===== config.mk =====
export PLATFORM = sky130hd
export DESIGN_NAME = scgsf_queue
export DESIGN_NICKNAME = d
export VERILOG_FILES = /design/src/seed_chain_gap_score_filter_unit_macros.svh /design/src/scgsf_pkg.sv /design/src/scgsf_queue.sv
export SDC_FILE = /design/constraint.sdc
export NUM_CORES = 1
export LEC_CHECK = 0
export BUFFER_PORTS_ARGS = -buffer_cell sky130_fd_sc_hd__clkbuf_2
export CAP_MARGIN = 15
export CORE_MARGIN = 3
export CORE_UTILIZATION = 58
export DETAILED_ROUTE_END_ITERATION = 7
export GPL_ROUTABILITY_DRIVEN = 0
export PLACE_DENSITY = 0.88
export SLEW_MARGIN = 30
export SYNTH_ARGS = -nofsm -noshare
export SYNTH_HDL_FRONTEND = slang
export SYNTH_SLANG_ARGS = --single-unit

===== constraint.sdc =====
create_clock -name clk -period 15.6 [get_ports clk]
set_input_delay 3.9 -clock clk [delete_from_list [all_inputs] [get_ports clk]]
set_output_delay 3.9 -clock clk [all_outputs]
set_load 0.03 [all_outputs]

===== src/seed_chain_gap_score_filter_unit_macros.svh =====
// ----------------------------------------------------------------------------
// seed chain gap score filter assertion macros
// shared property wrappers, sampled on clk and disabled during reset
// ----------------------------------------------------------------------------
`ifndef SEED_CHAIN_GAP_SCORE_FILTER_UNIT_MACROS_SVH
`define SEED_CHAIN_GAP_SCORE_FILTER_UNIT_MACROS_SVH

// condition must hold at every edge out of reset
`define SCGSF_ASSERT_ALWAYS(label, cond, msg) \
    label: assert property (@(posedge clk) disable iff (!rst_n) (cond)) else $error(msg);

// consequent must hold in the same cycle as the antecedent
`define SCGSF_ASSERT_IMPLY(label, ante, cons, msg) \
    label: assert property (@(posedge clk) disable iff (!rst_n) (ante) |-> (cons)) \
        else $error(msg);

`endif


===== src/scgsf_pkg.sv =====
// ----------------------------------------------------------------------------
// scgsf_pkg
// types and constants shared by the seed chain gap score filter
// ----------------------------------------------------------------------------
package scgsf_pkg;

    localparam int POS_W      = 32;
    localparam int LEN_W      = 20;
    localparam int SCORE_W    = 48;
    localparam int IDX_OUT_W  = 12;
    localparam int TERM_W     = 41;
    localparam int CFG_IDX_W  = 3;
    localparam int CFG_DATA_W = 32;
    localparam int QDEPTH     = 8;
    localparam int QPTR_W     = 3;
    localparam int QCNT_W     = 4;

    localparam logic [SCORE_W-1:0] SCORE_MAX = {SCORE_W{1'b1}};

    // configuration register indexes
    localparam logic [CFG_IDX_W-1:0] CFG_MATCH_SCORE    = 3'd0;
    localparam logic [CFG_IDX_W-1:0] CFG_GAP_OPEN       = 3'd1;
    localparam logic [CFG_IDX_W-1:0] CFG_GAP_EXTEND     = 3'd2;
    localparam logic [CFG_IDX_W-1:0] CFG_MAX_GAP_AREA   = 3'd3;
    localparam logic [CFG_IDX_W-1:0] CFG_OPTIMISTIC_GAP = 3'd4;

    typedef struct packed {
        logic [7:0]       match_score;
        logic [7:0]       gap_open;
        logic [7:0]       gap_extend;
        logic [POS_W-1:0] max_gap_area;
        logic             optimistic_gap;
    } scgsf_cfg_t;

    // one classified seed, handed from front to back
    typedef struct packed {
        logic [TERM_W-1:0] add_term;
        logic [TERM_W-1:0] gap_cost;
        logic              area_cut;
        logic              first;
        logic              last;
    } scgsf_entry_t;

    typedef struct packed {
        logic [IDX_OUT_W-1:0] chain_first_index;
        logic [IDX_OUT_W-1:0] chain_last_index;
        logic [SCORE_W-1:0]   chain_score;
    } scgsf_result_t;

endpackage


===== src/scgsf_queue.sv =====
// ----------------------------------------------------------------------------
// scgsf_queue
// small register fifo between front and back
// ----------------------------------------------------------------------------
module scgsf_queue
(
    input  logic                          clk,
    input  logic                          rst_n,
    input  logic                          push,
    input  scgsf_pkg::scgsf_entry_t       push_entry,
    input  logic                          pop,
    output scgsf_pkg::scgsf_entry_t       head,
    output logic [scgsf_pkg::QCNT_W-1:0]  count
);

    localparam int QPTR_W = scgsf_pkg::QPTR_W;
    localparam int QCNT_W = scgsf_pkg::QCNT_W;

    scgsf_pkg::scgsf_entry_t entries [scgsf_pkg::QDEPTH];

    logic [QPTR_W-1:0] wr_ptr_reg, rd_ptr_reg;
    logic [QCNT_W-1:0] count_reg, count_next;

    always_comb
    begin
        count_next = count_reg;
        if (push && !pop)
            count_next = count_reg + 1'b1;
        else if (pop && !push)
            count_next = count_reg - 1'b1;
    end

    always_ff @(posedge clk or negedge rst_n)
    begin
        if (!rst_n)
        begin
            wr_ptr_reg <= '0;
            rd_ptr_reg <= '0;
            count_reg  <= '0;
        end
        else
        begin
            count_reg <= count_next;
            if (push)
                wr_ptr_reg <= wr_ptr_reg + 1'b1;
            if (pop)
                rd_ptr_reg <= rd_ptr_reg + 1'b1;
        end
    end

    always_ff @(posedge clk)
    begin
        if (push)
            entries[wr_ptr_reg] <= push_entry;
    end

    assign head  = entries[rd_ptr_reg];
    assign count = count_reg;

endmodule


Word level (Yosys, flattened, before mapping). Memory sizes are Yosys's and may differ from the RTL's. Cells that the tools add are included.

Add/subtract/negate cells: 4. Multipliers: 0. Div/mod/pow operators: 0. $lt $le $gt $ge: 0. Eq/ne operators: 0. Shifts and indexed selects: 0. Multiplexer cells: 4. Bitwise logic cells: 0. Reduce and logical (&&, ||, !) cells: 5.

Operator list (number): $mux W4 (2); $add A3 B1 Y3 const B (2); $add A4 B1 Y4 const B (1); $sub A4 B1 Y4 const B (1); $logic_and A1 B1 Y1 (2); $logic_not A1 Y1 (2); $mux W1 (2); $reduce_bool A2 Y1 (1).

Bits in registers: 10. Bits in latches: 0. Memory bits (writable): 680. ROM bits: 0. Bits of input ports: 89. Output and inout port bits: 89. Logic and storage cells: 17. Memories kept: 1.

Memories: entries (depth 8, width 85, rd ports 1, clocked after memory_dff 0, write ports 1, line scgsf_queue.sv:19) `scgsf_pkg::scgsf_entry_t entries [scgsf_pkg::QDEPTH];`.

Logic depth before layout (Yosys ltp). Gate-level depths: netlist of the first run.

Depth in word-level cells: 4. Depth in mapped cells: 7. Gate-level depth less buffers: 7.

Least setup slack after synthesis of the first run. No wires, ideal clock.

Path type: input to register. From: input port push. To: memory entries[0][0] (netlist name) (enable). Library setup time: 633 ps. Arrival time: 9752 ps. Data required time: 14967 ps. Setup slack: 5215 ps. Stages on the path: 2. Buffers on the path: 0. Cells stage by stage: nand2b_1 nor3_1.

Longest elaborated chain between the ends: 2.

Ends and longest elaborated chain: from (decl) (line scgsf_queue.sv:9) `input logic push,`; $mux W1 (line scgsf_queue.sv:53) `if (push)`; $mux W1 (not written as such) (line scgsf_queue.sv:54) `entries[wr_ptr_reg] <= push_entry;`; to (decl) (line scgsf_queue.sv:19).

No other way between the ends.

==> results of run 1 <==
[worst max-delay path: stages (launching register included)]
cell and delay (ns):
dfrtp_4 0.87, buf_4 0.68, buf_4 0.50, buf_16 0.30, mux4_2 0.59, mux2_2 0.30
clkbuf_2 0.19
[area by class of cell]
type,instances,area (µm²),share of cell area [%]
Timing Repair Buffer,202,1110,3.72
Multi-Input combinational cell,300,5170,17.4
Clock buffer,83,1820,6.11
Inverter,2,7.51,0.0252
Antenna cell,1,2.50,0.00840
Clock inverter,38,272,0.911
Sequential cell,690,20700,69.4
Tap cell,592,741,2.49
[how the worst min path moves through the flow]
stage | startpoint | to | slack [ns] | depth (start not counted)
2_1_floorplan | wr_ptr_reg[2] | wr_ptr_reg[2] | 0.52 | 1
3_3_place_gp | count[2] | count[2] | 0.50 | 2
3_5_place_dp | count[2] | count[2] | 0.52 | 2
4_1_cts | count[2] | count[2] | 0.53 | 2
5_1_grt | wr_ptr_reg[1] | wr_ptr_reg[1] | 0.58 | 1
6_report | count[2] | count[2] | 0.53 | 2
[through the flow]
stage / setup WS, ns / std cells
3_5_place_dp: 8.11 / 1785
5_1_grt: 7.24 / 1908
6_report: 7.58 / 1908
4_1_cts: 7.46 / 1906
3_3_place_gp: 8.01 / 1784
2_1_floorplan: 5.21 / 1041
[power breakdown]
| group | total (mW) | internal (mW) | switching [mW] |
|---|---|---|---|
| Combinational | 1.91 | 0.797 | 1.11 |
| Clock | 1.53 | 0.881 | 0.647 |
| Sequential | 2.48 | 2.33 | 0.151 |
[layer usage]
metal  part of all wire (%)  up-vias  GRT usage, %
met3                    5.8      101          4.40
met5                  0.026        -             0
li1                       -     4929             -
met4                    2.7        2          7.78
met2                     53      369          37.4
met1                     39     6176          28.4
[cell families after synthesis]
family | synth area share (%)
AOI/OAI and AO/OA | 0.158
xor gates and xnor gates | 0.202
adders and majority gates | 0.317
buffers and inverters | 1.10
DFF | 79.3
muxes | 18.5
and+or+nand+nor | 0.422
[placed cells by master, fill, tap and decap left out, types with 4 or more instances in the layout]
| master | n |
|---|---|
| edfxtp_1 | 680 |
| clkbuf_1 | 11 |
| clkbuf_2 | 177 |
| clkinv_1 | 19 |
| nand2_1 | 6 |
| buf_4 | 22 |
| ha_1 | 5 |
| mux2_2 | 88 |
| clkinv_2 | 10 |
| dfrtp_1 | 7 |
| clkbuf_16 | 70 |
| nor2_4 | 6 |
| xnor2_1 | 4 |
| inv_6 | 4 |
| mux4_2 | 170 |
==> impl_metrics.ini, run 1 <==
[global_route]
grt_pass1_vias = 12600
gr-total-overflow = 0
track_usage_pct = 21.9
grt_max_degree = 71
antenna_found_initial = 2
grt_first_pass_wirelength_mm = 76.8

[cts]
cts_resized = 0
clk_pin_slew_ns = 0.06
cts-hold-fix-buffers = 0
cts_root_buf = clkbuf_16
cts.htree.levels = 3
clk_latency_ns = 0.58
cts_setup_buffers = 0
cts_buffer_depth = 3
cts_tree = built
cts.sinks = 690
cts_buffers = 68

[sta]
finalCriticalPeriod_ns = 8.02
tightest_slew_ns = 0.855
tns_ns = 0
finalClockSkew_ns = 0.0174
final.period_utilization_pct = 51.4
hold_slack_ns = 0.530
final_hold_viol_count = 0
rsz0062_at_grt = no
slew_headroom_pct = 43.0
max_freq_ghz = 0.125
slew_violations = 0
setup_viol = 0

[route]
ant_nets = 0
post_drt_via_cell_ratio = 6.07
drc = 0
wl_per_cell_um = 26.5
wl_mm = 50.6
num_vias = 11600
drt_iter0_drc = 1069
dr.pass1.iters = 5

[place]
portBuffers = 177
placed_area_um2 = 27700
dpl.hpwl_mm = 27.8

[floorplan]
die_h_um = 218
fp.dieW_um = 218
start_util_pct = 58.8
ioPinCount = 178
rows = 77
dieArea_um2 = 47500
coreArea_um2 = 44300

[setup_path]
endpoint_kind = output pin
r2r-end = entries[6][14]
cp-startpoint = rd_ptr_reg[0]
rrSetupSlack_ns = 12.76
start_kind = flip-flop
reg2regPathDepth = 4
crit_arrival_ns = 4.12
crit_end = head[30]
critPathRequiredTime_ns = 11.70
cp_max_fo = 35
path_class = flip-flop to output pin
r2r-start = wr_ptr_reg[0]

[synthesis]
ys_ff_latch = 690
synth-edff-count = 680
synthCells = 1041
syn-num-nets = 1136
synth_common_cells = edfxtp_1 (680), mux4_2 (170), mux2_2 (88)
synth_seq_area_share_pct = 79.3
synth_top_area_share_pct = 78.3
synth.area.top_cells = edfxtp_1 (78%), mux4_2 (15%), mux2_2 (3.8%)
ys_types = 26
synth_flop_cell = edfxtp_1
syn_avg_cell_area_um2 = 25.0
synth_top_cell_by_area = edfxtp_1
async_flop_share_pct = 1.45
synth_most_common_cell = edfxtp_1
synth_area_um2 = 26100
synth_warnings = 0

[finish]
syn_to_final_growth_pct = 14.3
largest_reg_flops = 680
fillers = 2686
post-route-util_pct = 67.3
fin_nets = 1359
drive_above_1_share_pct = 42.7
stdcell_area_um2 = 29800

[power]
leakage_nw = 9.75
power.density_nw_per_um2 = 198
total_power_mw = 5.91
irDropWorstVdd_mv = 0.142

[run_status]
outcome = finished, final reports clean

[hold_path]
min_path_type = flip-flop to flip-flop

[flow_run]
drv_cap = 0
Power figures use the tool's default switching activity.
==> inputs of run 2 (changes only) <==
Settings changed: ABC_AREA from default to 1.
Clock period 15.6 ns to 8.3 ns, I/O delays scaled along.
==> impl_metrics.ini, run 2 <==
[setup_path]
cp-startpoint = rd_ptr_reg[0]
crit_chain = inv_8, buf_12, nand2_1, nand2_1, nand2_1, o21ai_0, nand2_1, nand2_1, clkbuf_2
cp_max_fo = 180
path_class = flip-flop to output pin
r2r-end = entries[3][52]
path_common_cell = nand2_1
cpMaxStageDelayCell = dfrtp_4
reg2regPathDepth = 3
max_stage_delay_ns = 0.73
rrSetupSlack_ns = 5.90
r2r-start = wr_ptr_reg[0]
start_kind = flip-flop
critPathRequiredTime_ns = 6.23
endpoint_kind = output pin
crit_arrival_ns = 3.65
crit_end = head[37]

[finish]
fin_nets = 2569
stdcell_area_um2 = 30900
seqCellArea_um2 = 20700
drive_above_1_share_pct = 12.3
layout_common_cells = nand2_1 (961), edfxtp_1 (680), o21ai_0 (234)
syn_to_final_growth_pct = 12.3
largest_reg_flops = 680
fillers = 3098
layout_commonest_cell = nand2_1
multi_input_area_um2 = 6210
post-route-util_pct = 66.2

[synthesis]
synthSimpleGateAreaFrac_pct = 15.6
synth_seq_area_share_pct = 75.0
synth_area_um2 = 27500
synth_most_common_cell = nand2_1
ys_types = 22
synth_mux_area_share_pct = 0
synth_common_cells = nand2_1 (961), edfxtp_1 (680), o21ai_0 (234)
synth_top_area_share_pct = 74.1
synth_top_family_by_area = simple AND/OR/NAND/NOR gates
synthCells = 2333
synth-edff-count = 680
synth_compound_area_share_pct = 6.25
synthAdderAreaFrac_pct = 0.300
synth_warnings = 0
async_flop_share_pct = 1.45
synth_flop_cell = edfxtp_1
synth_top_cell_by_area = edfxtp_1
synthXorXnorAreaFrac_pct = 0.159
syn-num-nets = 2428
synth.area.top_cells = edfxtp_1 (74%), nand2_1 (13%), o21ai_0 (4.3%)
syn_avg_cell_area_um2 = 11.8
ys_ff_latch = 690

[route]
dr.pass1.iters = 5
drt_iter0_drc = 1825
ant_nets = 0
drc = 0
num_vias = 18000
wl_mm = 61.8
post_drt_via_cell_ratio = 5.74
wl_per_cell_um = 19.7

[cts]
cts_buffers = 68
cts.htree.levels = 3
clk_latency_ns = 0.60
cts_buffer_depth = 3
cts.sinks = 690
cts_tree = built
cts_setup_buffers = 0
cts_resized = 0
cts-hold-fix-buffers = 0
clk_pin_slew_ns = 0.06
cts_root_buf = clkbuf_16

[global_route]
grt_first_pass_wirelength_mm = 95.5
antenna_found_initial = 7
grt_max_degree = 181
gr-total-overflow = 0
track_usage_pct = 24.4
grt_pass1_vias = 17700

[sta]
max_freq_ghz = 0.175
tns_ns = 0
finalClockSkew_ns = 0.0166
setup_viol = 0
final_hold_viol_count = 0
finalCriticalPeriod_ns = 5.72
slew_headroom_pct = 34.1
final.period_utilization_pct = 69.0
tightest_slew_ns = 0.988
slew_violations = 0
rsz0062_at_grt = no

[power]
leakage_nw = 11.7
power.density_nw_per_um2 = 373
irDropWorstVdd_mv = 0.344

[place]
placed_area_um2 = 28800
portBuffers = 177
dpl.hpwl_mm = 31.3

[floorplan]
ioPinCount = 178
coreArea_um2 = 46800
dieArea_um2 = 50100
fp.dieW_um = 224
start_util_pct = 58.9
die_h_um = 224
rows = 79

[run_status]
outcome = finished, final reports clean

[flow_run]
drv_cap = 0

[hold_path]
min_path_type = flip-flop to flip-flop
[run 2: cell count changes in the layout (fill, tap and decap cells not counted), sizes merged, moves of 3 or more]
cell and change:
nor3 -3, mux4 -170, nor2 +173, mux2 -88, inv +9, o21ai +342, nand2b -3, diode +6
nand2 +955, clkinv -5
[run 2: worst min path at each step]
stage | start | depth (start not counted) | endpoint
finish | count[2] | 2 | count[2]
global route | count[3] | 2 | count[3]
CTS | count[2] | 2 | count[2]
detailed placement | count[2] | 2 | count[2]
global placement | count[2] | 2 | count[2]
floorplan | wr_ptr_reg[0] | 2 | wr_ptr_reg[0]
[run 2: metal layers]
metal	share of wire (%)	global-route usage, %
met5	0.096	0
met2	49	40.6
met4	3.1	9.62
met1	38	31.7
met3	9.1	5.61
[run 2: where the power goes]
part | leakage (nW) | switching [mW] | internal (mW)
clock | 1.02 | 1.24 | 1.66
combinational | 4.39 | 3.14 | 1.05
sequential | 6.30 | 0.225 | 4.23
[run 2: per-stage QoR]
stage	hold slack, ns	setup WS, ns	instances	total power [mW]
floorplan	0.490	1.80	2333	7.48
global placement	0.498	2.97	3009	8.47
detailed placement	0.517	3.18	3011	8.65
CTS	0.532	2.50	3129	11.6
global route	0.580	2.25	3130	12.1
finish	0.524	2.58	3136	11.5
[run 2: layout make-up]
| cell class | count | area share (%) |
|---|---|---|
| tap | 607 | 2.46 |
| sequential | 690 | 66.9 |
| multi-input combinational | 1499 | 20.1 |
| antenna | 7 | 0.0566 |
| clock buffer | 84 | 5.76 |
| timing repair buffer | 202 | 3.64 |
| clock inverter | 34 | 0.959 |
| inverter | 13 | 0.202 |
[run 2: worst max-delay path: cells and delay by family, from the launching register on]
kind,cells,cell delay (ns)
AND/OR/NAND/NOR,5,0.48
AO/OA/AOI/OAI,1,0.11
flip-flops,1,0.73
buffers and inverters,3,1.51
[run 2: logic make-up (layout without fill, tap and decap cells)]
kind of cell | after synthesis | count (layout)
AOI/OAI and AO/OA | 344 | 344
and+or+nand+nor | 1144 | 1144
other | 0 | 7
xor gates and xnor gates | 5 | 5
buffers and inverters | 144 | 333
DFF | 690 | 690
adders and majority gates | 6 | 6
==> inputs of run 3 (changes only) <==
Settings changed: ABC_AREA 1 to 0, CORE_UTILIZATION 58 to 54, PLACE_DENSITY 0.88 to 0.86.
Clock period 8.3 ns to 5.25 ns, I/O delays scaled along.
==> impl_metrics.ini, run 3 (synthesis gave the netlist of run 1 again) <==
[cts]
cts_root_buf = clkbuf_16
cts-hold-fix-buffers = 0
clk_pin_slew_ns = 0.06
cts.htree.levels = 3
clk_latency_ns = 0.59
cts_tree = built
cts_setup_buffers = 0
cts_resized = 0
cts_buffer_depth = 3
cts_buffers = 68
cts.sinks = 690

[sta]
finalCriticalPeriod_ns = 4.31
tns_ns = 0
rsz0062_at_grt = no
finalClockSkew_ns = 0.0138
hold_slack_ns = 0.518
max_freq_ghz = 0.232
setup_viol = 0
slew_headroom_pct = 42.7
final_hold_viol_count = 0
worst_slack_ns = 0.943
tightest_slew_ns = 0.860
slew_violations = 0
final.period_utilization_pct = 82.0

[route]
post_drt_via_cell_ratio = 5.96
dr.pass1.iters = 5
drc = 0
num_vias = 11500
drt_iter0_drc = 959
wl_per_cell_um = 26.0
wl_mm = 50.3
ant_nets = 0

[power]
irDropWorstVdd_mv = 0.435
leakage_nw = 9.86
power.density_nw_per_um2 = 596

[finish]
layout_common_cells = edfxtp_1 (680), clkbuf_2 (177), mux4_2 (170)
post-route-util_pct = 64.0
syn_to_final_growth_pct = 15.7
fin_nets = 1366
stdcell_area_um2 = 30200
layout_commonest_cell = edfxtp_1
drive_above_1_share_pct = 43.4
largest_reg_flops = 680

[floorplan]
coreArea_um2 = 47100
rows = 79
ioPinCount = 178
fp.dieW_um = 226
dieArea_um2 = 51000
die_h_um = 226
start_util_pct = 55.3

[flow_run]
drv_cap = 0

[global_route]
antenna_found_initial = 5
gr-total-overflow = 0
grt_pass1_vias = 12400
grt_max_degree = 86
track_usage_pct = 20.4
grt_first_pass_wirelength_mm = 76.3

[setup_path]
path_class = flip-flop to output pin
critPathRequiredTime_ns = 3.94
start_kind = flip-flop
cp_max_fo = 34
endpoint_kind = output pin
crit_arrival_ns = 2.99

[place]
dp_slack_ns = 1.42
placed_area_um2 = 27900
portBuffers = 177
dpl.hpwl_mm = 27.2

[run_status]
outcome = finished, final reports clean

[hold_path]
min_path_type = flip-flop to flip-flop
==> run 3: changes by cell type in the layout (fill, tap and decap cells not counted), moves of 4 or more <==
cell | before | now
diode_2 | 7 | 3
nand2_1 | 961 | 6
buf_12 | 3 | 16
o21ai_0 | 234 | 1
o21ai_1 | 109 | 0
mux2_2 | 0 | 88
inv_1 | 10 | 2
clkbuf_1 | 15 | 11
buf_6 | 4 | 0
clkinv_2 | 14 | 6
mux4_2 | 0 | 170
clkinv_1 | 10 | 15
clkinvlp_4 | 2 | 6
nor2_1 | 171 | 0
==> run 3: path summary, 6_finish.rpt <==
path | endpoint | start | slack, ns | cells past startpoint
min reg2reg | count[2] | count[2] | 0.52 | 2
max in group asynchronous | rd_ptr_reg[2] | rst_n | 4.38 | 1
max reg2reg | entries[3][53] | wr_ptr_reg[2] | 2.96 | 3
max | head[26] | rd_ptr_reg[0] | 0.94 | 5
min | count[2] | count[2] | 0.52 | 2
min in group asynchronous | wr_ptr_reg[2] | rst_n | 0.60 | 1
==> run 3: worst max-delay path: stages, from the launching register on <==
cell	delay, ns
dfrtp_4	0.73
buf_12	0.28
buf_12	0.30
mux4_2	0.56
mux2_2	0.30
clkbuf_2	0.19
==> run 3: metrics by stage <==
stage	power (mW)	cells
after CTS	18.2	1929
final	18.0	1933
after global placement	13.2	1807
after global routing	18.8	1932
after detailed placement	13.4	1807
after floorplan	11.7	1041
==> run 3: report_power, final <==
group / internal, mW / switching, mW / total, mW
registers: 6.92 / 0.438 / 7.36
clock network: 2.80 / 1.98 / 4.78
logic: 2.50 / 3.34 / 5.84
==> run 3: metal layers <==
layer	share of wire, %	vias up	GRT usage (%)
met2	52	378	34.3
li1	-	4947	-
met4	1.9	4	6.44
met5	0.046	-	0
met1	39	6128	26.8
met3	6.7	70	4.73
==> run 3: final cells by class <==
class	instances	area, µm²
antenna	3	7.51
clock buffer	81	1790
clock inverter	41	410
fill	2961	17000
inverter	2	7.51
multi-input combinational	300	5180
sequential	690	20700
tap	607	759
timing repair buffer	209	1330
