===== src/seed_chain_gap_score_filter_unit_macros.svh =====
// ----------------------------------------------------------------------------
// seed chain gap score filter assertion macros
// shared property wrappers, sampled on clk and disabled during reset
// ----------------------------------------------------------------------------
`ifndef SEED_CHAIN_GAP_SCORE_FILTER_UNIT_MACROS_SVH
`define SEED_CHAIN_GAP_SCORE_FILTER_UNIT_MACROS_SVH

// condition must hold at every edge out of reset
`define SCGSF_ASSERT_ALWAYS(label, cond, msg) \
    label: assert property (@(posedge clk) disable iff (!rst_n) (cond)) else $error(msg);

// consequent must hold in the same cycle as the antecedent
`define SCGSF_ASSERT_IMPLY(label, ante, cons, msg) \
    label: assert property (@(posedge clk) disable iff (!rst_n) (ante) |-> (cons)) \
        else $error(msg);

`endif


===== src/scgsf_pkg.sv =====
// ----------------------------------------------------------------------------
// scgsf_pkg
// types and constants shared by the seed chain gap score filter
// ----------------------------------------------------------------------------
package scgsf_pkg;

    localparam int POS_W      = 32;
    localparam int LEN_W      = 20;
    localparam int SCORE_W    = 48;
    localparam int IDX_OUT_W  = 12;
    localparam int TERM_W     = 41;
    localparam int CFG_IDX_W  = 3;
    localparam int CFG_DATA_W = 32;
    localparam int QDEPTH     = 8;
    localparam int QPTR_W     = 3;
    localparam int QCNT_W     = 4;

    localparam logic [SCORE_W-1:0] SCORE_MAX = {SCORE_W{1'b1}};

    // configuration register indexes
    localparam logic [CFG_IDX_W-1:0] CFG_MATCH_SCORE    = 3'd0;
    localparam logic [CFG_IDX_W-1:0] CFG_GAP_OPEN       = 3'd1;
    localparam logic [CFG_IDX_W-1:0] CFG_GAP_EXTEND     = 3'd2;
    localparam logic [CFG_IDX_W-1:0] CFG_MAX_GAP_AREA   = 3'd3;
    localparam logic [CFG_IDX_W-1:0] CFG_OPTIMISTIC_GAP = 3'd4;

    typedef struct packed {
        logic [7:0]       match_score;
        logic [7:0]       gap_open;
        logic [7:0]       gap_extend;
        logic [POS_W-1:0] max_gap_area;
        logic             optimistic_gap;
    } scgsf_cfg_t;

    // one classified seed, handed from front to back
    typedef struct packed {
        logic [TERM_W-1:0] add_term;
        logic [TERM_W-1:0] gap_cost;
        logic              area_cut;
        logic              first;
        logic              last;
    } scgsf_entry_t;

    typedef struct packed {
        logic [IDX_OUT_W-1:0] chain_first_index;
        logic [IDX_OUT_W-1:0] chain_last_index;
        logic [SCORE_W-1:0]   chain_score;
    } scgsf_result_t;

endpackage


===== src/scgsf_back.sv =====
// ----------------------------------------------------------------------------
// scgsf_back
// running chain score update, best chain tracking and result register
// ----------------------------------------------------------------------------
module scgsf_back
#(
    parameter int MAX_SEEDS = 4096
)
(
    input  logic                          clk,
    input  logic                          rst_n,
    input  logic                          q_valid,
    input  scgsf_pkg::scgsf_entry_t       head,
    output logic                          pop,
    output logic                          out_valid,
    input  logic                          out_ready,
    output scgsf_pkg::scgsf_result_t      out_data
);

    localparam int SCORE_W   = scgsf_pkg::SCORE_W;
    localparam int IDX_OUT_W = scgsf_pkg::IDX_OUT_W;
    localparam int IDX_W     = $clog2(MAX_SEEDS);
    localparam logic [IDX_W-1:0] SEED_LIMIT = IDX_W'(MAX_SEEDS - 1);

    logic [SCORE_W-1:0] running_score_reg, running_score_next;
    logic [IDX_W-1:0]   seed_counter_reg, seed_counter_next;
    logic [IDX_W-1:0]   pending_start_reg, pending_start_next;

    logic               b1_valid_reg, b1_valid_next;
    logic [SCORE_W-1:0] b1_score_reg;
    logic [IDX_W-1:0]   b1_first_idx_reg, b1_last_idx_reg;
    logic               b1_first_reg, b1_last_reg;

    logic [SCORE_W-1:0] best_score_reg, best_score_next;
    logic [IDX_W-1:0]   best_first_reg, best_first_next;
    logic [IDX_W-1:0]   best_last_reg, best_last_next;

    logic                     out_valid_reg, out_valid_next;
    scgsf_pkg::scgsf_result_t out_data_reg, out_data_next;

    logic [SCORE_W:0]         sum;
    logic [SCORE_W-1:0]       sat, gap_ext;
    logic                     cut, b1_adv, emit;
    logic [IDX_W-1:0]         counter_inc;
    logic [IDX_W+IDX_OUT_W-1:0] first_wide, last_wide;

    // score recurrence on the queue head
    always_comb
    begin
        sum         = {1'b0, running_score_reg} + (SCORE_W+1)'(head.add_term);
        sat         = sum[SCORE_W] ? scgsf_pkg::SCORE_MAX : sum[SCORE_W-1:0];
        gap_ext     = SCORE_W'(head.gap_cost);
        cut         = head.area_cut || (sat < gap_ext);
        counter_inc = (seed_counter_reg < SEED_LIMIT) ? seed_counter_reg + 1'b1
                                                      : seed_counter_reg;
        if (head.first)
        begin
            running_score_next = SCORE_W'(head.add_term);
            seed_counter_next  = '0;
            pending_start_next = '0;
        end
        else
        begin
            running_score_next = cut ? '0 : sat - gap_ext;
            seed_counter_next  = counter_inc;
            pending_start_next = cut ? counter_inc : pending_start_reg;
        end
    end

    // a last seed waits here while the result register is still full
    assign b1_adv = b1_valid_reg && (!b1_last_reg || !out_valid_reg || out_ready);
    assign pop    = q_valid && (!b1_valid_reg || b1_adv);
    assign emit   = b1_adv && b1_last_reg;

    always_comb
    begin
        b1_valid_next = pop ? 1'b1 : (b1_adv ? 1'b0 : b1_valid_reg);

        best_score_next = best_score_reg;
        best_first_next = best_first_reg;
        best_last_next  = best_last_reg;
        // strictly larger replaces the best chain, a first seed always does
        if (b1_adv && (b1_first_reg || (b1_score_reg > best_score_reg)))
        begin
            best_score_next = b1_score_reg;
            best_first_next = b1_first_idx_reg;
            best_last_next  = b1_last_idx_reg;
        end

        first_wide = (IDX_W+IDX_OUT_W)'(best_first_next);
        last_wide  = (IDX_W+IDX_OUT_W)'(best_last_next);

        out_valid_next = emit || (out_valid_reg && !out_ready);
        out_data_next  = out_data_reg;
        if (emit)
        begin
            out_data_next.chain_first_index = first_wide[IDX_OUT_W-1:0];
            out_data_next.chain_last_index  = last_wide[IDX_OUT_W-1:0];
            out_data_next.chain_score       = best_score_next;
        end
    end

    always_ff @(posedge clk or negedge rst_n)
    begin
        if (!rst_n)
        begin
            running_score_reg <= '0;
            seed_counter_reg  <= '0;
            pending_start_reg <= '0;
            b1_valid_reg      <= 1'b0;
            best_score_reg    <= '0;
            best_first_reg    <= '0;
            best_last_reg     <= '0;
            out_valid_reg     <= 1'b0;
        end
        else
        begin
            b1_valid_reg   <= b1_valid_next;
            best_score_reg <= best_score_next;
            best_first_reg <= best_first_next;
            best_last_reg  <= best_last_next;
            out_valid_reg  <= out_valid_next;
            if (pop)
            begin
                running_score_reg <= running_score_next;
                seed_counter_reg  <= seed_counter_next;
                pending_start_reg <= pending_start_next;
            end
        end
    end

    always_ff @(posedge clk)
    begin
        out_data_reg <= out_data_next;
        if (pop)
        begin
            b1_score_reg     <= running_score_next;
            b1_first_idx_reg <= pending_start_next;
            b1_last_idx_reg  <= seed_counter_next;
            b1_first_reg     <= head.first;
            b1_last_reg      <= head.last;
        end
    end

    assign out_valid = out_valid_reg;
    assign out_data  = out_data_reg;

endmodule


===== config.mk =====
export PLATFORM = sky130hd
export DESIGN_NAME = scgsf_back
export DESIGN_NICKNAME = d
export VERILOG_FILES = /design/src/seed_chain_gap_score_filter_unit_macros.svh /design/src/scgsf_pkg.sv /design/src/scgsf_back.sv
export SDC_FILE = /design/constraint.sdc
export NUM_CORES = 1
export LEC_CHECK = 0
export BUFFER_PORTS_ARGS = -buffer_cell sky130_fd_sc_hd__clkbuf_2
export CORE_UTILIZATION = 65
export DETAILED_ROUTE_END_ITERATION = 10
export MAX_ROUTING_LAYER = met4
export PLACE_DENSITY = 0.86
export SLEW_MARGIN = 20
export SYNTH_ARGS = -nofsm -noshare
export SYNTH_HDL_FRONTEND = slang
export SYNTH_SLANG_ARGS = --single-unit
export TNS_END_PERCENT = 20

===== constraint.sdc =====
create_clock -name clk -period 16.3 [get_ports clk]
set_clock_uncertainty 0.2 [all_clocks]
set_input_delay 3.26 -clock clk [delete_from_list [all_inputs] [get_ports clk]]
set_output_delay 3.26 -clock clk [all_outputs]
set_load 0.05 [all_outputs]

# After elaboration in Yosys (flattened, before gate mapping)
# Cells that the tools add are included.
[totals] output_inout_bits=74 in_bits=89 regBits=292
[op_classes] addsub=3 n_mux=12 n_reduce_logical=16 magnitude_cmp=3
[op_table] op="48-bit two-way mux" count=4
[op_table] op="12-bit two-way mux" count=6
[op_table] op="48-bit by 41-bit adder with 49-bit output" count=1
[op_table] op="48-bit > comparator" count=1
[op_table] op="48-bit by 41-bit less-than comparator with 1-bit output" count=1
[op_table] op="48-bit by 41-bit subtractor with 48-bit output" count=1
[op_table] op="12-bit by 1-bit adder with 12-bit output, second input constant" count=1
[op_table] op="12-bit less-than comparator, second input constant" count=1
[op_table] op="1-bit logical OR" count=6
[op_table] op="1-bit logical AND" count=5
[op_table] op="1-bit zero test" count=4
[op_table] op="1-bit two-way mux" count=2
[op_table] op="2-bit nonzero test" count=1

# Logic depth before layout (Yosys ltp)
# Gate-level depths: netlist of the first run.
[depth] depth_word=7 depth_mapped=27 mapped_depth_nobuf=23

# Worst setup path before layout of the first run
# Ideal clock, no wire load.
[synth_path] path_kind="input to output" from="input port out_ready" to="output port pop" required_ns=12.840 arrival_ns=6.256 setup_slack_ns=6.584 path_stages=4 cell_sequence="nand2b_1 -> o21ai_0 -> clkinv_1 -> clkbuf_1"
[synth_between] elab_chain_len=4
[synth_rtl] element="start, declared" line="scgsf_back.sv:16" source="input logic out_ready,"
[synth_rtl] element="1-bit logical OR" line="scgsf_back.sv:71" source="assign b1_adv = b1_valid_reg && (!b1_last_reg || !out_valid_reg || out_ready);"
[synth_rtl] element="1-bit logical AND" line="scgsf_back.sv:71"
[synth_rtl] element="1-bit logical OR" line="scgsf_back.sv:72" source="assign pop = q_valid && (!b1_valid_reg || b1_adv);"
[synth_rtl] element="1-bit logical AND" line="scgsf_back.sv:72"
[synth_rtl] element="end, declared" line="scgsf_back.sv:14" source="output logic pop,"
# Every way passes these cells.

# Worst setup path after layout of the first run
[layout_path] from="input port head[44] (netlist name)" to="register running_score_reg[19]"
[layout_between] elab_chain_len=6 elab_cells_between_ends=7 cone_classes="add/sub: 2; order compare: 1; mux: 3; reduce/logical: 1"
[layout_rtl] element="start, declared" line="scgsf_back.sv:13" source="input scgsf_pkg::scgsf_entry_t head,"
[layout_rtl] element="48-bit by 41-bit adder with 49-bit output (*)" line="scgsf_back.sv:50" source="sum = {1'b0, running_score_reg} + (SCORE_W+1)'(head.add_term);"
[layout_rtl] element="48-bit two-way mux (*)" line="scgsf_back.sv:51" source="sat = sum[SCORE_W] ? scgsf_pkg::SCORE_MAX : sum[SCORE_W-1:0];"
[layout_rtl] element="48-bit by 41-bit less-than comparator with 1-bit output" line="scgsf_back.sv:53" source="cut = head.area_cut || (sat < gap_ext);"
[layout_rtl] element="1-bit logical OR" line="scgsf_back.sv:53"
[layout_rtl] element="48-bit two-way mux (*)" line="scgsf_back.sv:64" source="running_score_next = cut ? '0 : sat - gap_ext;"
[layout_rtl] element="48-bit two-way mux (*)" line="scgsf_back.sv:56" source="if (head.first)"
[layout_rtl] element="end signal, assigned" line="scgsf_back.sv:125" source="running_score_reg <= running_score_next;"
[layout_rtl] element="end, declared" line="scgsf_back.sv:25" source="logic [SCORE_W-1:0] running_score_reg, running_score_next;"
# Every way passes the cells marked *; elsewhere a longest branch is shown, timed or not.
# A chain may end at the register's enable or synchronous reset.

==> metrics.yaml, run 1 <==
run_status: "finished, violations left"
violations: "design-rule violations"
critPathBufInv: 2
final_cell_mix: "nand2_1 (170), clkbuf_2 (161), edfxtp_1 (146), dfrtp_1 (146), ha_1 (131)"
clk_pin_slew_ps: 60
ir_worst_vdd_uv: 184
antenna_found_initial: 1
via_per_inst: 6.65
drive_gt1_share_pct: 20.5
arrival_ps: 10390
synth_ff_type: "edfxtp_1"
cts_htree_levels: 1
area_growth_pct: 11.5
cts_hold_buffers: 0
hp-class: "register to register"
ys_types: 85
dp_hpwl_um: 35500
critPathMaxFanout: 49
startpoint: "head[44]"
insertion_delay_ps: 560
rows: 59
route.detailed.drc: 12
cts-resized-gates: 0
setup_tns_ps: 0
worst-path-stages: 22
routabilityCongestion: 1.06
rrSetupSlack_ps: 8540
leakage_nw: 8.80
track_usage_pct: 37.3
fmax_mhz: 98.3
startpoint_type: "primary input"
grt_overflow: 0
r2r-start: "running_score_reg[0]"
yosys_warnings: 0
clockRootBuffer: "clkbuf_16"
grt_pass1_wl_um: 78100
drv_cap: 0
ys_ff_latch: 292
critPathKind: "primary input to register"
start_util_pct: 66.6
cts_buffer_depth: 3
synth_enable_flop_cells: 146
grt_pass1_vias: 14000
power.density_mw_per_mm2: 240
fillers: 1746
cp-endpoint: "running_score_reg[19]"
die_h_um: 166
end_kind: "register"
syn_inst: 1650
syn_area_mm2: 0.0175
timing.rr.end: "running_score_reg[19]"
crit_slowest_cell: "or4_2"
whs_ps: 299
synth_area_per_cell_um2: 10.6
numPortBuffers: 162
cts_tree: "yes"
cts_buffers: 29
period_needed_ps: 10180
ios: 163
cts.sinks: 292
synth-async-reset-ratio_pct: 50.0
ant_nets: 0
vias: 14300
synth_nets: 1872
crit_family: "compound AO/OA/AOI/OAI gates"
largest_reg_flops: 72
required_ps: 16520
fp.dieW_um: 166
postCtsSetupBuffers: 0
ys_seq_area_share_pct: 46.0
max_stage_delay_ps: 880
grt_max_degree: 83
slew_viol_final: 0
setup_violations: 0
worst_pin_slew_ps: 1090
dieArea_mm2: 0.0275
nNetsFinal: 2005
dr.first_iter.drc_count: 1868
timing.final.crit_share_pct: 62.4
rsz0062_at_grt: "false"
layout_commonest_cell: "nand2_1"
core_area_mm2: 0.0262
routedWlPerCell_um: 23.1
dr.pass1.iters: 9
hold_viol: 0
wl_um: 49500
max_slew_margin_pct: 26.2
reg2regPathDepth: 21
worstPathCellList: "clkbuf_2, ha_1, fa_1, a211oi_2, o21ai_1, nand4_1, a21oi_1, a211oi_2, or2_2, buf_4, o21ai_0, ha_1, and3_1, a221oi_2, o31a_2, o211ai_2, a41oi_2, o31ai_2, a22o_1, or4_2, nand2_1, o311ai_0"
## layout make-up
class	instances	area, um2	share of cell area (%)
Multi-Input combinational cell	1180	8740	44.9
Sequential cell	292	8040	41.3
Timing Repair Buffer	173	903	4.64
Clock buffer	38	811	4.17
Tap cell	335	419	2.15
Inverter	107	404	2.08
Clock inverter	16	148	0.759
Antenna cell	1	2.50	0.0129
## Yosys cell counts, types with 13 or more instances
cell type / number / area share (%)
o21ai_0: 74 / 2.1
buf_2: 19 / 0.54
and3_1: 16 / 0.57
o21a_1: 15 / 0.65
a21oi_1: 103 / 3.0
dfrtp_1: 146 / 21
nand2_1: 170 / 3.7
edfxtp_1: 146 / 25
ha_1: 131 / 9.4
a32o_1: 31 / 1.8
nand4_1: 40 / 1.4
xor2_1: 40 / 2.0
a21o_1: 46 / 2.0
mux2_2: 112 / 7.2
nor2b_1: 13 / 0.47
clkbuf_1: 44 / 0.95
inv_1: 106 / 2.3
nand3_1: 24 / 0.69
nor3_1: 30 / 0.86
nor2_1: 73 / 1.6
xnor2_1: 46 / 2.3
o21bai_1: 13 / 0.56
## worst min-delay path by stage
| stage | start | to | slack, ps | cells after the start |
|---|---|---|---|---|
| 6_report | best_last_reg[2] | best_last_reg[2] | 300 | 1 |
| 2_1_floorplan | b1_first_idx_reg[11] | best_first_reg[11] | 270 | 1 |
| 5_1_grt | best_last_reg[3] | best_last_reg[3] | 310 | 1 |
| 4_1_cts | best_last_reg[2] | best_last_reg[2] | 300 | 1 |
| 3_5_place_dp | b1_last_idx_reg[10] | best_last_reg[10] | 280 | 1 |
| 3_3_place_gp | b1_last_idx_reg[10] | best_last_reg[10] | 270 | 1 |
## where the power goes
| group | switching [mW] | internal, mW |
|---|---|---|
| sequential | 0.152 | 1.07 |
| combinational | 1.75 | 1.04 |
| clock | 0.290 | 0.384 |
## cells by family (layout without fill, tap and decap cells)
| logic type | count (synthesis) | count (layout) | share of synthesized area (%) |
|---|---|---|---|
| AOI/OAI and AO/OA | 425 | 425 | 17.1 |
| muxes | 115 | 115 | 7.40 |
| xor gates and xnor gates | 86 | 86 | 4.31 |
| DFF | 292 | 292 | 46.0 |
| adders and majority gates | 133 | 133 | 9.62 |
| other | 0 | 1 | 0 |
| buffers and inverters | 178 | 334 | 4.14 |
| and+or+nand+nor | 421 | 421 | 11.4 |
## per-layer routing
layer	track usage (%)	wire length (um)
met5	-	0
met4	9.91	1390
met2	58.1	22900
met3	4.74	4080
met1	52.1	21100
## through the flow
stage / instances / utilization (%) / power (mW) / cell area [um2] / setup WS, ps
floorplan: 1650 / - / 3.18 / 17500 / 6580
global placement: 2087 / 70.6 / 3.83 / 18500 / 5860
detailed placement: 2087 / 70.6 / 3.89 / 18500 / 5720
CTS: 2141 / 74.2 / 4.61 / 19500 / 6300
global route: 2142 / 74.3 / 4.95 / 19500 / 5690
finish: 2142 / 74.3 / 4.68 / 19500 / 6120
No activity file was read; power rests on OpenSTA's default activity.
==> inputs of run 2 (changes only) <==
- ABC_AREA: default -> 1
- CORE_UTILIZATION: 65 -> 61
- PLACE_DENSITY: 0.86 -> 0.81
- clock period: 16.3 -> 10.5 ns (I/O delays scaled with it)
==> run 2 against run 1 <==
  * The flow now finishes without violations
  * Non-clock buffer count is 3 lower
  * Register-to-register slack worse by 4700 ps
  * Sequential power is 50% higher
  * Power is 52% higher
  * Critical endpoint is now b1_first_idx_reg[11]
==> metrics.yaml, run 2 <==
die_h_um: 178
area_growth_pct: 11.6
setup_violations: 0
core_area_mm2: 0.0306
period_needed_ps: 7910
dpl_cell_area_mm2: 0.0201
arrival_ps: 8030
fp.dieW_um: 178
leakage_nw: 11.2
final_cell_mix: "nand2_1 (850), inv_1 (381), nor2_1 (211)"
grt_max_degree: 121
syn_area_mm2: 0.0190
track_usage_pct: 37.9
ys_types: 43
dieArea_mm2: 0.0318
yosys_warnings: 0
antenna_found_initial: 2
run_status: "complete, no violations"
drive_gt1_share_pct: 10.1
cts_buffers: 28
setup_tns_ps: 0
hp-class: "register to register"
critPathBufInv: 4
worst_pin_slew_ps: 1080
synth_area_per_cell_um2: 7.48
ys_seq_area_share_pct: 42.4
cts.sinks: 292
multiInputGateArea_mm2: 0.00925
wl_um: 58700
whs_ps: 276
critPathKind: "primary input to register"
ios: 163
rsz0062_at_grt: "false"
numPortBuffers: 162
crit_family: "simple AND/OR/NAND/NOR gates"
cts_tree: "yes"
syn_inst: 2535
max_stage_delay_ps: 790
crit_slowest_cell: "nor2_4"
synth_nets: 2757
grt_overflow: 0
critPathMaxFanout: 37
synth_top_area_share_pct: 23.1
ys_ff_latch: 292
synth_ff_type: "edfxtp_1"
dp_hpwl_um: 43700
cts-resized-gates: 0
setup_ws_ps: 2590
nNetsFinal: 2900
fillers: 2434
clk_pin_slew_ps: 60
synth_enable_flop_cells: 146
routabilityCongestion: 0.983
rows: 64
timing.final.crit_share_pct: 75.3
end_kind: "register"
grt_pass1_wl_um: 89200
cts_htree_levels: 1
power.density_mw_per_mm2: 335
largest_reg_flops: 72
startpoint_type: "primary input"
grt_pass1_vias: 17000
clockRootBuffer: "clkbuf_16"
postCtsSetupBuffers: 0
seq_area_mm2: 0.00804
ant_nets: 0
cts_buffer_depth: 3
finalPower_mw: 7.09
synth_area_leaders: "edfxtp_1 (23%), dfrtp_1 (19%), nand2_1 (17%)"
synth-async-reset-ratio_pct: 50.0
vias: 17600
ir_worst_vdd_uv: 432
fmax_mhz: 126
insertion_delay_ps: 570
synth_commonest_cells: "nand2_1 (852), inv_1 (382), nor2_1 (211)"
cts_hold_buffers: 0
fin_area_mm2: 0.0212
required_ps: 10620
dr.first_iter.drc_count: 1922
dr.pass1.iters: 6
layout_commonest_cell: "nand2_1"
synth.largest_area_cell: "edfxtp_1"
start_util_pct: 62.0
max_slew_margin_pct: 27.8
pre_cts_ws_ps: 2210
yosysMostFrequentCell: "nand2_1"
route.detailed.drc: 0
via_per_inst: 5.69
drv_cap: 0
routedWlPerCell_um: 18.9
slew_viol_final: 0
hold_viol: 0
==> run 2: final cells by class <==
type	count	share of cell area, %
clock buffer	41	3.87
sequential	292	38.0
antenna	2	0.0237
tap	396	2.34
clock inverter	11	0.988
timing repair buffer	170	4.15
inverter	389	6.91
multi-input combinational	1797	43.7
==> run 2: power breakdown <==
part           switching [mW]  internal (mW)
clock                   0.446          0.667
sequential              0.198           1.63
combinational            2.93           1.22
==> run 2: cell families (layout without fill, tap and decap cells) <==
kind of cell,Yosys count,in the layout,synth area share [%]
AO/OA/AOI/OAI,273,273,7.88
XOR/XNOR,56,56,2.59
flip-flops,292,292,42.4
AND/OR/NAND/NOR,1335,1335,29.3
other,0,2,0
adder cells (fa/ha/maj),133,133,8.85
buffers and inverters,446,611,8.99
==> run 2: final timing paths <==
kind / startpoint / slack [ps] / cells after the start / end
hold / removal: best_first_reg[5] / 280 / 2 / best_first_reg[5]
hold reg to reg: best_first_reg[5] / 280 / 2 / best_first_reg[5]
setup / recovery: head[44] / 2590 / 25 / b1_first_idx_reg[11]
min in group asynchronous: rst_n / 1390 / 1 / running_score_reg[32]
max in group asynchronous: rst_n / 7180 / 2 / running_score_reg[33]
setup reg to reg: running_score_reg[0] / 3860 / 24 / b1_first_idx_reg[11]
==> run 2: through the flow <==
step | utilization, % | cells
after CTS | 69.1 | 3096
after detailed placement | 65.8 | 3044
final | 69.2 | 3098
after floorplan | - | 2535
after global routing | 69.2 | 3098
after global placement | 65.8 | 3044
==> run 2: worst min-delay path, cell delays in order (launching register included) <==
cell,delay [ps]
dfrtp_1,330
nand2_1,50
nand2_1,60
==> run 2: per-layer routing <==
metal	track usage [%]	part of all wire, %
met3	7.01	9.3
met2	59.6	45
met1	49.6	42
met5	-	0
met4	12.1	3.1
